$ cat config.mk
export PLATFORM = sky130hd
export DESIGN_NAME = usb_td_chain_status_check
export DESIGN_NICKNAME = d
export VERILOG_FILES = /design/src/rtl/utdc_pkg.sv /design/src/rtl/utdc_eval.sv /design/src/rtl/usb_td_chain_status_check.sv
export SDC_FILE = /design/constraint.sdc
export NUM_CORES = 1
export LEC_CHECK = 0
export BUFFER_PORTS_ARGS = -buffer_cell sky130_fd_sc_hd__buf_2
export CAP_MARGIN = 20
export CORE_MARGIN = 2
export CORE_UTILIZATION = 34
export CTS_CLUSTER_DIAMETER = 200
export DETAILED_ROUTE_END_ITERATION = 6
export SLEW_MARGIN = 20
export SYNTH_ARGS = -nofsm -noshare
export SYNTH_HDL_FRONTEND = slang
export SYNTH_SLANG_ARGS = --single-unit
$ cat constraint.sdc
create_clock -name clk -period 7.1 [get_ports clk]
set_clock_uncertainty 0.05 [all_clocks]
set_input_delay 0.355 -clock clk [delete_from_list [all_inputs] [get_ports clk]]
set_output_delay 0.355 -clock clk [all_outputs]
set_load 0.02 [all_outputs]
$ cat src/rtl/utdc_pkg.sv
// Shared types and constants for the USB TD chain status checker.
`timescale 1ns / 1ps
package utdc_pkg;

  localparam int COUNT_WIDTH_DEF = 16;
  localparam int LEN_W           = 11;
  localparam int REPORT_W        = 16;
  localparam logic [LEN_W-1:0] LEN_MASK = 11'h7FF;

  // status_flags bit positions
  localparam int ST_ACTIVE   = 0;
  localparam int ST_STALLED  = 1;
  localparam int ST_BABBLE   = 2;
  localparam int ST_CRC      = 3;
  localparam int ST_BUFFER   = 4;
  localparam int ST_BITSTUFF = 5;

  // error_flags bit positions
  localparam int ERR_BABBLE   = 0;
  localparam int ERR_STALL    = 1;
  localparam int ERR_CRC      = 2;
  localparam int ERR_BUFFER   = 3;
  localparam int ERR_BITSTUFF = 4;
  localparam int ERR_TIMEOUT  = 5;
  localparam int ERR_NOT_EXEC = 6;
  localparam int ERR_SYSTEM   = 7;

  typedef struct packed {
    logic [5:0]       status_flags;
    logic [1:0]       error_count;
    logic             data_toggle;
    logic [LEN_W-1:0] actual_len_raw;
    logic             is_setup;
    logic             short_packet;
    logic [LEN_W-1:0] expected_len;
    logic             last_td;
    logic             hc_halted;
  } td_item_t;

  typedef struct packed {
    logic                finished;
    logic [7:0]          error_flags;
    logic                next_toggle;
    logic [REPORT_W-1:0] complete_bytes;
  } td_result_t;

  typedef struct packed {
    logic chain_started;
    logic skipping_rest;
    logic toggle_reg;
  } chain_flags_t;

endpackage

$ cat src/rtl/utdc_eval.sv
// Per-descriptor status decode, toggle tracking and byte count update.
`timescale 1ns / 1ps
module utdc_eval import utdc_pkg::*; #(
  parameter int COUNT_WIDTH = COUNT_WIDTH_DEF
) (
  input  td_item_t               item,
  input  chain_flags_t           flags,
  input  logic [COUNT_WIDTH-1:0] byte_count,
  input  logic                   low_speed,
  output logic                   emit,
  output td_result_t             result,
  output chain_flags_t           flags_next,
  output logic [COUNT_WIDTH-1:0] byte_count_next
);

  logic                   toggle_base;
  logic [COUNT_WIDTH-1:0] count_base;
  logic [LEN_W-1:0]       len;
  logic [COUNT_WIDTH:0]   sum;
  logic [COUNT_WIDTH+REPORT_W-1:0] count_ext;
  logic [7:0]             err;
  logic                   fin;
  logic                   stop;

  assign len = (item.actual_len_raw + LEN_W'(1)) & LEN_MASK;
  assign sum = {1'b0, count_base} + (COUNT_WIDTH+1)'(len);
  assign count_ext = (COUNT_WIDTH+REPORT_W)'(byte_count_next);

  always_comb begin
    toggle_base     = flags.chain_started ? flags.toggle_reg : item.data_toggle;
    count_base      = flags.chain_started ? byte_count : '0;
    err             = '0;
    fin             = 1'b1;
    stop            = 1'b0;
    emit            = 1'b0;
    flags_next      = flags;
    byte_count_next = byte_count;

    if (flags.skipping_rest) begin
      if (item.last_td) begin
        flags_next.skipping_rest = 1'b0;
        flags_next.chain_started = 1'b0;
      end
    end else begin
      flags_next.chain_started = 1'b1;
      flags_next.toggle_reg    = toggle_base;
      byte_count_next          = count_base;
      if (item.status_flags[ST_STALLED]) begin
        if (item.status_flags[ST_BABBLE]) begin
          err[ERR_BABBLE] = 1'b1;
        end else if (item.error_count != 2'd0) begin
          err[ERR_STALL] = 1'b1;
        end
        err[ERR_CRC]      = item.status_flags[ST_CRC];
        err[ERR_BUFFER]   = item.status_flags[ST_BUFFER];
        err[ERR_BITSTUFF] = item.status_flags[ST_BITSTUFF];
        err[ERR_TIMEOUT]  = (item.error_count == 2'd0);
        stop = 1'b1;
      end else if (item.status_flags[ST_ACTIVE]) begin
        err[ERR_NOT_EXEC] = 1'b1;
        fin  = 1'b0;
        stop = 1'b1;
      end else begin
        flags_next.toggle_reg = ~item.data_toggle;
        if (!item.is_setup) begin
          // saturate at the counter's full scale
          byte_count_next = sum[COUNT_WIDTH] ? '1 : sum[COUNT_WIDTH-1:0];
        end
        stop = !low_speed && item.short_packet && (len < item.expected_len);
      end

      emit = stop || item.last_td;
      if (emit) begin
        if (item.hc_halted) begin
          err[ERR_SYSTEM] = 1'b1;
          fin = 1'b1;
        end
        flags_next.chain_started = 1'b0;
        flags_next.skipping_rest = !item.last_td;
      end
    end

    result.finished    = fin;
    result.error_flags = err;
    result.next_toggle = flags_next.toggle_reg;
    result.complete_bytes = (count_ext > (COUNT_WIDTH+REPORT_W)'({REPORT_W{1'b1}})) ?
                            {REPORT_W{1'b1}} : count_ext[REPORT_W-1:0];
  end

endmodule

$ cat src/rtl/usb_td_chain_status_check.sv
// Top level: input register, chain state and result register around the status decode.
//
//  channel | signals                               | direction
//  --------+---------------------------------------+----------
//  in      | in_valid, in_ready, in_data           | to block
//  out     | out_valid, out_ready, out_data        | from block
//  cfg     | cfg_valid, cfg_ready, cfg_low_speed   | to block
//
// One descriptor per cycle, but for the stall below; the result of the descriptor that
// ends the walk passes the input register, then the result register.
// Throughput is set by the chain state update, one decode and one add a cycle.
// Reset clears the valid bits, the chain state, the count and low_speed.
// A held result stalls only descriptors that would produce a new result.
`timescale 1ns / 1ps
module usb_td_chain_status_check import utdc_pkg::*; #(
  parameter int COUNT_WIDTH = COUNT_WIDTH_DEF
) (
  input  logic       clk,
  input  logic       rst,
  input  logic       in_valid,
  output logic       in_ready,
  input  td_item_t   in_data,
  output logic       out_valid,
  input  logic       out_ready,
  output td_result_t out_data,
  input  logic       cfg_valid,
  output logic       cfg_ready,
  input  logic       cfg_low_speed
);

  td_item_t               item;
  logic                   item_valid;
  chain_flags_t           flags;
  chain_flags_t           flags_next;
  logic [COUNT_WIDTH-1:0] byte_count;
  logic [COUNT_WIDTH-1:0] byte_count_next;
  logic                   low_speed;
  logic                   emit;
  td_result_t             result;
  logic                   out_free;
  logic                   item_done;

  utdc_eval #(.COUNT_WIDTH(COUNT_WIDTH)) u_eval (
    .item            (item),
    .flags           (flags),
    .byte_count      (byte_count),
    .low_speed       (low_speed),
    .emit            (emit),
    .result          (result),
    .flags_next      (flags_next),
    .byte_count_next (byte_count_next)
  );

  assign out_free  = !out_valid || out_ready;
  assign item_done = item_valid && (!emit || out_free);
  assign in_ready  = !item_valid || item_done;
  assign cfg_ready = 1'b1;

  always_ff @(posedge clk) begin
    if (rst) begin
      item_valid <= 1'b0;
      out_valid  <= 1'b0;
      flags      <= '0;
      byte_count <= '0;
      low_speed  <= 1'b0;
    end else begin
      if (cfg_valid) begin
        low_speed <= cfg_low_speed;
      end
      if (in_ready) begin
        item_valid <= in_valid;
      end
      if (item_done) begin
        flags      <= flags_next;
        byte_count <= byte_count_next;
      end
      if (out_free) begin
        out_valid <= item_done && emit;
      end
    end
  end

  always_ff @(posedge clk) begin
    if (in_ready && in_valid) begin
      item <= in_data;
    end
    if (out_free && item_done && emit) begin
      out_data <= result;
    end
  end

endmodule

# After elaboration in Yosys (flattened, before gate mapping)
# Index checks and enable logic that the tools add are counted.
# totals
latch_bits	0
ramBits	0
rom_bits	0
n_memories	0
ff_bits	83
# classes
n_addsub	2
magnitude_cmp	2
n_mux	25
bitwise	3
eq_ne	1
n_reduce_logical	23
n_mul	0
shift	0
n_div	0
# ops
operator	n
two-way mux 16 bit	6
adder 16 x 11 -> 17 bit	1
> comparator 16 bit, second input constant	1
two-way mux 1 bit	16
adder 11 x 1 -> 11 bit, second input constant	1
< comparator 11 bit	1
logical AND 1 bit	7
two-way mux 2 bit	3
OR reduction 2 bit	3
logical NOT 1 bit	5
logical OR 1 bit	4
inverter 1 bit	3
OR reduction 3 bit	1
logical NOT 2 bit	1
inequality test 2 bit, second input constant	1
AND reduction 2 bit	1
nonzero test 2 bit	1

# Longest topological paths before layout
# Gate-level depths: netlist of the first run.
# depth
word_depth	13
ltp_mapped	14
depth_no_buf	12

# By module
# A second synthesis of the first run with hierarchy kept.
# unflattened
hier_cells	462
hier_area_um2	4854.7
# by_module_without_submodules
module	n_inst	cells_per_inst	area_per_inst_um2
usb_td_chain_status_check	1	159	2830.2
utdc_eval	1	303	2024.4

# Least setup slack after synthesis of the first run
# Ideal clock, no wire load.
# synth_path
kind	flip-flop to flip-flop
startpoint	register, netlist name item[15]
endpoint	register, netlist name item[0]
n_path_buf	0
t_required_ns	6.601
period_less_slack_ns	4.587
stages_incl_launch_ff	12
t_arrival_ns	4.089
slack_ns	2.513
path_cell_list	edfxtp_1 > ha_1 > nand4_1 > xnor2_1 > ha_1 > nor4bb_1 > o22ai_1 > nand2_1 > a2111oi_2 > o21ai_0 > a21oi_1 > a31oi_1
# synth_via
elab_chain_len	13
# synth_lines
element	line_no	text
adder 11 x 1 -> 11 bit	utdc_eval.sv:25	assign len = (item.actual_len_raw + LEN_W'(1)) & LEN_MASK;
< comparator 11 bit	utdc_eval.sv:69	stop = !low_speed && item.short_packet && (len < item.expected_len);
logical AND 1 bit	utdc_eval.sv:69	
two-way mux 1 bit	utdc_eval.sv:59	end else if (item.status_flags[ST_ACTIVE]) begin
two-way mux 1 bit	utdc_eval.sv:48	if (item.status_flags[ST_STALLED]) begin
two-way mux 1 bit	utdc_eval.sv:39	if (flags.skipping_rest) begin
logical OR 1 bit	utdc_eval.sv:72	emit = stop || item.last_td;
two-way mux 1 bit	utdc_eval.sv:39	
logical NOT 1 bit	usb_td_chain_status_check.sv:55	assign item_done = item_valid && (!emit || out_free);
logical OR 1 bit	usb_td_chain_status_check.sv:55	
logical AND 1 bit	usb_td_chain_status_check.sv:55	
logical OR 1 bit	usb_td_chain_status_check.sv:56	assign in_ready = !item_valid || item_done;
logical AND 1 bit	usb_td_chain_status_check.sv:84	if (in_ready && in_valid) begin
# No other way between the ends. The select of a mux whose other input is x is not followed.
# A chain may end at the register's enable or synchronous reset.

# Worst setup path in the final report of the first run
# layout_path
startpoint	register, netlist name item[19]
endpoint	register out_data[3] (netlist name), enable pin
# layout_via
elab_chain_len	13
# layout_lines
element	line_no	text
adder 11 x 1 -> 11 bit *	utdc_eval.sv:25	
< comparator 11 bit *	utdc_eval.sv:69	
logical AND 1 bit *	utdc_eval.sv:69	
two-way mux 1 bit *	utdc_eval.sv:59	
two-way mux 1 bit *	utdc_eval.sv:48	
two-way mux 1 bit *	utdc_eval.sv:39	
logical OR 1 bit *	utdc_eval.sv:72	
two-way mux 1 bit *	utdc_eval.sv:39	
logical NOT 1 bit	usb_td_chain_status_check.sv:55	
logical OR 1 bit	usb_td_chain_status_check.sv:55	
logical AND 1 bit	usb_td_chain_status_check.sv:55	
logical AND 1 bit	usb_td_chain_status_check.sv:87	if (out_free && item_done && emit) begin
logical AND 1 bit *	usb_td_chain_status_check.sv:87	
end signal, assigned	usb_td_chain_status_check.sv:88	out_data <= result;
end, declared	usb_td_chain_status_check.sv:25	output td_result_t out_data,
# Every way passes the cells marked *; elsewhere a longest branch is shown, timed or not. The select of a mux whose other input is x is not followed.

==> results.txt, run 1 <==
- Placeable core region: 13770 sq um
- Data required time at the worst endpoint: 7.07 ns
* DRC violations left: 0
- For this design, the slowest cell found on the critical path is sky130_fd_sc_hd__edfxtp_1.
- Path depth of the worst reg2reg path: 12
* WL/cell: 15.59 um
- Total Power Consumption: 1.154 mW
- Counting every net in the synthesized netlist gives 520.
- In this run the worst setup path begins at item[19].
- Via count: 3785
- In this run the critical register-to-register path is launched from item[19].
* Gp weighted congestion: 0.9015
- Final period demand of the worst path: 4.104 ns
- The most used flip-flop cell after synthesis is sky130_fd_sc_hd__edfxtp_1.
* Detailed Place HPWL: 8301 um
- Counting along the longest clock path gives a buffer depth of 2.
* Die boundary height: 122.5 um
* Max_cap viols: 0
* Worst voltage drop across the vdd grid: 0.1154 mV
* Worst reg2reg setup slack: 3.00 ns
* Global-route wire length before repair: 18210 um
- Outcome: finished clean
- During synthesis, Yosys emitted a total of 0 warnings.
- Buffers inserted to repair hold after CTS numbered 0.
- Entering global routing, the biggest net connects 36 pins.
* End of the worst register-to-register path: out_data[3]
* Hold Slack: 0.1361 ns
- Clock tree from TritonCTS: built
- The synthesized design contains 61 enable-type register cells.
- The average instance in the mapped netlist occupies 10.28 sq um.
- Number of clock sinks: 83
* Power per cell area: 206.8 nW/um^2
- Total number of cells along the worst setup path: 12
- Worst skew pair latency: 0.34 ns
* Count of buffers inserted at the top-level ports: 68
* Part of the cycle the worst path needs: 57.80%
- Post-CTS timing repair inserted 0 buffers for setup.
- Post-synthesis async set-or-reset flop share: 0%
* Remaining antenna violation count: 0
- Setup crit end: out_data[3]
- Share of final-layout standard cells stronger than drive strength 1: 22.31%
- At the pin with the least slew margin, the transition time is 0.7065 ns.
* Overall fraction of global-route tracks in use: 15.44%
- The die is 122.5 um wide.
- The count of cells in the finished layout, fillers not included, comes to 709.
- Buffers & Inverters on Critical Path: 1
* Count of pins on the block boundary: 70
* DRC marker count from the first detailed-route iteration: 211
- Average via count per standard cell: 5.339
- The die covers 15000 sq um.
* Number of core rows: 43
- Synthesis inferred 83 register bits.
* Placed Instances: 692
- The worst setup path is captured at a register.
* Total clock buffers created by CTS: 9
* Distinct cell type count after synthesis: 80
- Leakage power of the design: 2.057 nW
- The count of final max-slew check failures was 0.
- Synthesis handed over a netlist of 464 instances.
- Setup crit start kind: register
- The repair_antennas step left the layout with diodes totalling 0.
- Critical path, cell by cell: and2_1, nand4_1, xnor2_1, ha_1, nor4bb_1, a221o_1, a2111oi_2, o21ai_0, a21oi_1, nand2_1, nor2_2, buf_4
- Relative slew margins: 52.73%
- At the end of the flow, the number of nets in the layout was 580.
- Sequential cell area fraction in the yosys report: 47.63%
- Post-CTS repair changed the size of 0 cells.
- The tightest min-delay check is of the primary input to register type.
- In this run the cell area of the synthesized design comes to 4771 sq um.
* Most common cell after layout, fill and taps aside: sky130_fd_sc_hd__buf_2
- The initial antenna violation count is 0.
- For the worst setup path, the data arrival time is 4.07 ns.
* Maximum fanout encountered on the critical timing path: 20
* Total wire length after detailed routing: 11060 um
- The final hold violation count came to 0.
- In the post-route analysis, the smallest setup slack over all paths is 2.996 ns.
* CTS clk-pin slew, worst paths: 0.06 ns
- Commonest cells after routing, fill and taps aside: sky130_fd_sc_hd__buf_2, sky130_fd_sc_hd__edfxtp_1, sky130_fd_sc_hd__nand2_1
* Setup repair after global routing missed its margin: false
- Before antenna repair, the detailed router went through 4 iterations.
- The H-tree generated during clock tree synthesis spans 3 levels.
- Category of the critical setup timing path: register to register
- For this configuration, the core starts out at a cell density of 34.64%.
- Layout fillers: 1365
- For this run, the slowest stage of the critical path takes 0.52 ns.
- Via count of the first global-routing pass: 3705
* Root Driver: sky130_fd_sc_hd__clkbuf_16
* Final setup violation count: 0
- Compared with the post-synthesis result, the final layout area differs by 16.94%.
- Prior to clock tree synthesis, the placed netlist has a worst setup slack of 2.997 ns.
* Grt total ovfl: 0
- After routing, the total negative slack on setup checks comes to 0 ns.
- F_max: 243.7 MHz
- Grouping stages by cell kind, the critical path spends the most delay in compound AO/OA/AOI/OAI gates.
[final cells by class]
cell class / count / area (sq um) / area share [%]
clock buffers: 10 / 239.0 / 4.283
clock inverters: 6 / 53.80 / 0.9643
inverters: 24 / 90.09 / 1.615
multi-input cells: 335 / 2316 / 41.51
flip-flops and latches: 83 / 2272 / 40.73
well taps: 180 / 225.2 / 4.037
repair buffers: 71 / 382.9 / 6.863
[worst min path at each step]
stage | to | slack [ns] | depth (start not counted) | startpoint
2_1_floorplan | byte_count[11] | 0.37 | 1 | rst
4_1_cts | item[31] | 0.12 | 1 | in_data[31]
3_3_place_gp | flags[0] | 0.40 | 2 | flags[0]
3_5_place_dp | flags[0] | 0.41 | 2 | flags[0]
6_report | item[13] | 0.14 | 1 | in_data[13]
5_1_grt | item[31] | 0.12 | 1 | in_data[31]
[cell families after synthesis]
logic type                 share of synthesized area, %
and+or+nand+nor                                   18.15
AOI/OAI and AO/OA                                 21.72
buffers and inverters                             4.196
muxes                                            0.9967
DFF                                               47.63
xor gates and xnor gates                          2.937
other                                           0.07860
adders and majority gates                         4.301
[worst reg2reg max path, cell delays in order (launching register included)]
cell,delay (ns)
sky130_fd_sc_hd__edfxtp_1,0.52
sky130_fd_sc_hd__and2_1,0.24
sky130_fd_sc_hd__nand4_1,0.17
sky130_fd_sc_hd__xnor2_1,0.18
sky130_fd_sc_hd__ha_1,0.32
sky130_fd_sc_hd__nor4bb_1,0.17
sky130_fd_sc_hd__a221o_1,0.35
sky130_fd_sc_hd__a2111oi_2,0.36
sky130_fd_sc_hd__o21ai_0,0.21
sky130_fd_sc_hd__a21oi_1,0.40
sky130_fd_sc_hd__nand2_1,0.15
sky130_fd_sc_hd__nor2_2,0.30
sky130_fd_sc_hd__buf_4,0.34
[sequential cells by signal (all words and copies together) (netlist names)]
signal and count:
out_data 26, flags 3, low_speed 1, out_valid 1, item_valid 1, byte_count 16, item 35
[per-stage QoR]
step | instance area [sq um] | util (%)
4_1_cts | 5552 | 40.31
3_5_place_dp | 5259 | 38.18
5_1_grt | 5579 | 40.51
2_1_floorplan | 4771 | -
6_report | 5579 | 40.51
3_3_place_gp | 5259 | 38.18
[power by group]
| part | switching, mW | total (mW) | internal (mW) |
|---|---|---|---|
| logic | 0.0834 | 0.133 | 0.0496 |
| registers | 0.0152 | 0.561 | 0.546 |
| clock network | 0.206 | 0.460 | 0.253 |
[cell usage after synthesis (3+ instances only)]
library cell,count,area [sq um]
sky130_fd_sc_hd__edfxtp_1,61,1832
sky130_fd_sc_hd__nand2_1,51,191.4
sky130_fd_sc_hd__nor2_1,31,116.4
sky130_fd_sc_hd__inv_1,24,90.09
sky130_fd_sc_hd__a21oi_1,22,110.1
sky130_fd_sc_hd__dfxtp_1,22,440.4
sky130_fd_sc_hd__and2_1,17,106.4
sky130_fd_sc_hd__o21ai_0,16,80.08
sky130_fd_sc_hd__nand3_1,15,75.07
sky130_fd_sc_hd__ha_1,14,175.2
sky130_fd_sc_hd__clkbuf_1,12,45.04
sky130_fd_sc_hd__xnor2_1,12,105.1
sky130_fd_sc_hd__o21ai_1,10,50.05
sky130_fd_sc_hd__o31ai_1,7,52.55
sky130_fd_sc_hd__and3_1,6,37.54
sky130_fd_sc_hd__nor3_1,6,30.03
sky130_fd_sc_hd__a211oi_1,5,37.54
sky130_fd_sc_hd__a32o_1,5,50.05
sky130_fd_sc_hd__or2_2,5,31.28
sky130_fd_sc_hd__a211o_1,4,35.03
sky130_fd_sc_hd__a21o_1,4,30.03
sky130_fd_sc_hd__a31oi_1,4,25.02
sky130_fd_sc_hd__buf_2,4,20.02
sky130_fd_sc_hd__nand2b_1,4,25.02
sky130_fd_sc_hd__nand4_1,4,25.02
sky130_fd_sc_hd__nor2b_1,4,25.02
sky130_fd_sc_hd__o2111ai_1,4,35.03
sky130_fd_sc_hd__o21a_1,4,30.03
sky130_fd_sc_hd__o31a_1,4,35.03
sky130_fd_sc_hd__or3_1,4,25.02
sky130_fd_sc_hd__xor2_1,4,35.03
sky130_fd_sc_hd__a2111oi_2,3,45.04
sky130_fd_sc_hd__a211oi_2,3,37.54
sky130_fd_sc_hd__a21boi_0,3,22.52
sky130_fd_sc_hd__and4_1,3,26.28
sky130_fd_sc_hd__nand4b_1,3,26.28
sky130_fd_sc_hd__o22ai_1,3,18.77
[per-layer routing]
layer / share of wire (%) / track usage [%] / vias to the layer above
met5: 0 / 0 / -
met4: 1.4 / 5.603 / 0
met3: 6.2 / 3.764 / 13
met2: 46 / 24.41 / 137
met1: 46 / 20.55 / 1778
li1: - / - / 1857
No activity file was read; power rests on OpenSTA's default activity.
==> run 2: changes to the inputs <==
--- a/config.mk
+++ b/config.mk
@@ -5,6 +5,7 @@
 export SDC_FILE = /design/constraint.sdc
 export NUM_CORES = 1
 export LEC_CHECK = 0
+export ABC_AREA = 1
 export BUFFER_PORTS_ARGS = -buffer_cell sky130_fd_sc_hd__buf_2
 export CAP_MARGIN = 20
 export CORE_MARGIN = 2
==> constraint.sdc (replaced) <==
create_clock -name clk -period 3.3 [get_ports clk]
set_clock_uncertainty 0.05 [all_clocks]
set_input_delay 0.165 -clock clk [delete_from_list [all_inputs] [get_ports clk]]
set_output_delay 0.165 -clock clk [all_outputs]
set_load 0.02 [all_outputs]
==> run 2 against run 1 <==
  * Cell area rose by 5.1%
  * Fmax is 35% higher
  * Combinational power grew to 2.6 times the previous value
  * Largest cell class is now sequential cells
  * Highest routed layer unchanged
  * Critical endpoint is now out_data[15]
  * Via count is 1.9% lower
  * Critical path depth is 4 higher
==> results.txt, run 2 <==
* Outcome: finished clean
- Met3 routing resource usage after global routing: 3.544% (-0.22 points)
- Pin count of the biggest net entering global routing: 36 (unchanged)
* Layout overhead on the synthesized area: 29.91%
* Setup crit end: out_data[15]
- Path class of the lowest-slack min-delay path: primary input to register
* Number of core rows: 42 (-2.3%)
* Worst reg2reg setup slack: 0.25 ns (-2.74 ns)
* Buffers & Inverters on Critical Path: 1 (unchanged)
- Dpl ws: 0.09446 ns (-2.902 ns)
* Average via count per standard cell: 4.484 (-16%)
- The data required time at the worst endpoint is 3.30 ns (-3.77 ns).
* Final setup violation count: 0 (unchanged)
- The detailed-route DRC error count was 0 (unchanged).
* Setup tns final: 0 ns (unchanged)
- The detailed-routing iteration count for the pre-antenna-repair pass is 5 (+1).
- The smallest setup slack after layout came to 0.2546 ns (-2.742 ns).
- STA classifies the critical path endpoint as a register.
- Total clock buffers created by CTS: 9 (unchanged)
- Cell types with the largest area share after synthesis: sky130_fd_sc_hd__edfxtp_1, sky130_fd_sc_hd__nand2_1, sky130_fd_sc_hd__dfxtp_1, sky130_fd_sc_hd__nor2_1, sky130_fd_sc_hd__inv_1
* Overall fraction of global-route tracks in use: 14.29% (-1.2 points)
- The flip-flop count of the largest register after layout came to 35 (unchanged).
* Root Driver: sky130_fd_sc_hd__clkbuf_16
- Detailed Place HPWL: 7185 um (-13%)
* Biggest cell delay along the critical path: 0.44 ns (-0.08 ns)
* Total number of cells along the worst setup path: 16 (+4)
- Yosys instantiated no cell more often than sky130_fd_sc_hd__nand2_1.
- Power per cell area: 459.7 nW/um^2 (+120%)
* Max Transition Viols Final: 0 (unchanged)
- The final hold violation count is 0 (unchanged).
- Arr. time, crit path: 3.05 ns (-1.02 ns)
* Clock tree from TritonCTS: built
- Via count: 3713 (-1.9%)
* Leakage power of the design: 2.753 nW (+34%)
- Total standard cell area after synthesis: 4514 sq um (-5.4%)
- In this run the critical register-to-register path is captured at out_data[15].
- Synth Flop Type: sky130_fd_sc_hd__edfxtp_1
- H-tree level count: 3 (unchanged)
- The maximum clock insertion buffer count was 2 (unchanged).
- Measured slew at the worst slew-check pin: 0.5644 ns (-0.1421 ns)
- Placeable core region: 13090 sq um (-5.0%)
- NumNets Final: 703 (+21%)
- The area share of the largest cell type after synthesis is 40.58% (+2.2 points).
- The routed wire length came to 9783 um (-12%).
- Most common library cells after synthesis: sky130_fd_sc_hd__nand2_1, sky130_fd_sc_hd__nor2_1, sky130_fd_sc_hd__inv_1
- DRC marker count from the first detailed-route iteration: 210 (-0.47%)
- Distinct cell type count after synthesis: 39 (-51%)
- The setup path with the least slack is of type register to register.
* Global-route wire length before repair: 16080 um (-12%)
* Share of final-layout standard cells stronger than drive strength 1: 19.02% (-3.3 points)
- The number of routed nets with antenna violations is 0 (unchanged).
- Part of the cycle the worst path needs: 92.29% (+34 points)
- The met2 track demand over resource was 23.35% (-1.1 points).
- In the layout the commonest cells are sky130_fd_sc_hd__nand2_1, sky130_fd_sc_hd__nor2_1, sky130_fd_sc_hd__buf_2.
- Die Area: 14210 sq um (-5.2%)
* Post-synthesis async set-or-reset flop share: 0% (unchanged)
- Diodes inserted: 0 (unchanged)
* Most Crowded Layer GR: met2
* Critical path startpoint: item[17]
- Via count of the first global-routing pass: 3494 (-5.7%)
- The total power after layout was 2.696 mW (+130%).
- Initial Util: 34.50% (-0.14 points)
* Most common cell after layout, fill and taps aside: sky130_fd_sc_hd__nand2_1
- The met1 track demand over resource came to 18.22% (-2.3 points).
* Critical path, cell by cell: nand3_2, nor2_1, nand2_2, nor2_4, nand3_1, xnor2_2, ha_1, nand2_1, nor2_2, nand3_1, nand4_1, nand3_2, nand3_4, nand2_8, nor2_4, clkbuf_16
- Count of flip-flops with a built-in enable after synthesis: 61 (unchanged)
* Yosys warnings: 0 (unchanged)
- The source-to-sink clock delay at the later pin of the worst-skew pair came to 0.34 ns (about the same).
- Max_cap viols: 0 (unchanged)
* Avg Cell Area, Syn: 8.438 sq um (-18%)
* Setup crit start kind: register
- In the final layout, the registers with the most flip-flops are item (35), out_data (26), byte_count (16).
* Sequential cell area fraction in the yosys report: 50.33% (+2.7 points)
* F_max: 328.4 MHz (+35%)
- The die width came to 119.2 um (-2.6%).
- Share of the core filled with cells in the final layout: 44.82% (+4.3 points)
* Initial antenna violation count: 0 (unchanged)
- The number of top-level pins was 70 (unchanged).
- The cell depth of the worst hold path came to 3 (+2).
* Net count of the mapped netlist: 591 (+14%)
- More flip-flops sit in one register than any other, and that register is item.
* Mapped Cells: 535 (+15%)
- Final period demand of the worst path: 3.045 ns (-1.058 ns)
- Relative slew margins: 62.14% (+9.4 points)
* Grt total ovfl: 0 (unchanged)
* CTS clk-pin slew, worst paths: 0.06 ns (about the same)
- The total of flip-flops plus latches after synthesis was 83 (unchanged).
- Summed over all instances, the cell type with the most area after synthesis is sky130_fd_sc_hd__edfxtp_1.
- The last weighted congestion value of the routability-driven placer was 0.8642 (-4.1%).
* Count of buffers inserted at the top-level ports: 68 (unchanged)
- The die outline height came to 119.2 um (-2.6%).
* Worst voltage drop across the vdd grid: 0.2331 mV (+100%)
- Path depth of the worst reg2reg path: 16 (+4)
* Family of cells with the greatest summed delay on the critical path: simple AND/OR/NAND/NOR gates
* Launching point of the worst reg2reg path: item[17]
* WL/cell: 11.82 um (-24%)
- Number of clock sinks: 83 (unchanged)
- Postcts setup bufs: 0 (unchanged)
- The top fanout value on the critical path came to 25 (+25%).
- The largest individual stage delay along the critical path comes from the cell sky130_fd_sc_hd__edfxtp_1.
==> run 2: worst min path at each step <==
stage / slack [ns] / startpoint / end
finish: 0.08 / in_valid / item_valid
global route: 0.09 / in_valid / item_valid
CTS: 0.06 / in_valid / item_valid
detailed placement: 0.29 / in_data[8] / item[8]
global placement: 0.29 / in_data[23] / item[23]
floorplan: 0.18 / rst / flags[2]
==> run 2: timing repair <==
| action | in CTS | in global routing |
|---|---|---|
| endpoints found under the hold margin | 39 | 0 |
| hold buffers | 38 | 0 |
| gates resized for setup | 0 | 10 |
| endpoints found under the setup margin | 0 | 84 |
==> run 2: cell families (layout without fill, tap and decap cells) <==
group                      after synthesis  count (layout)  share of synthesized area [%]
adders and majority gates               15              15                          4.324
xor gates and xnor gates                17              17                          3.298
muxes                                    1               1                         0.2494
other                                    1               1                        0.08307
AOI/OAI and AO/OA                       45              45                          5.488
DFF                                     83              83                          50.33
and+or+nand+nor                        292             292                          28.91
buffers and inverters                   81             198                          7.316
==> run 2: layout make-up <==
class | instances | area (sq um)
clock buffers | 9 | 225.2
multi-input cells | 371 | 1961
clock inverters | 7 | 116.4
flip-flops and latches | 83 | 2272
repair buffers | 112 | 803.3
well taps | 176 | 220.2
inverters | 70 | 266.5
fillers | 1257 | 7221
==> run 2: per-layer routing <==
metal  vias to the layer above  wire (um)  part of all wire [%]
met5                         -          0                     0
met4                         0        167                   1.7
met3                        13        391                   4.0
met2                        77       4665                    48
met1                      1667       4558                    47
li1                       1956          -                     -
==> run 2: power breakdown <==
part           total, mW  internal, mW  switching, mW
combinational      0.341         0.140          0.201
clock               1.13         0.737          0.395
sequential          1.22          1.19         0.0333
==> run 2: tightest hold or removal path: cells and delay by family <==
kind	cells	cell delay (ns)
buf+inv	1	0.11
compound gates	1	0.06
simple gates	1	0.08
==> run 2: metrics by stage <==
stage	hold WS, ns	area, sq um	cells
2_1_floorplan	0.1841	4526	535
3_3_place_gp	0.2927	5069	773
3_5_place_dp	0.2931	5069	773
4_1_cts	0.06130	5791	827
5_1_grt	0.09413	5864	828
6_report	0.07616	5864	828
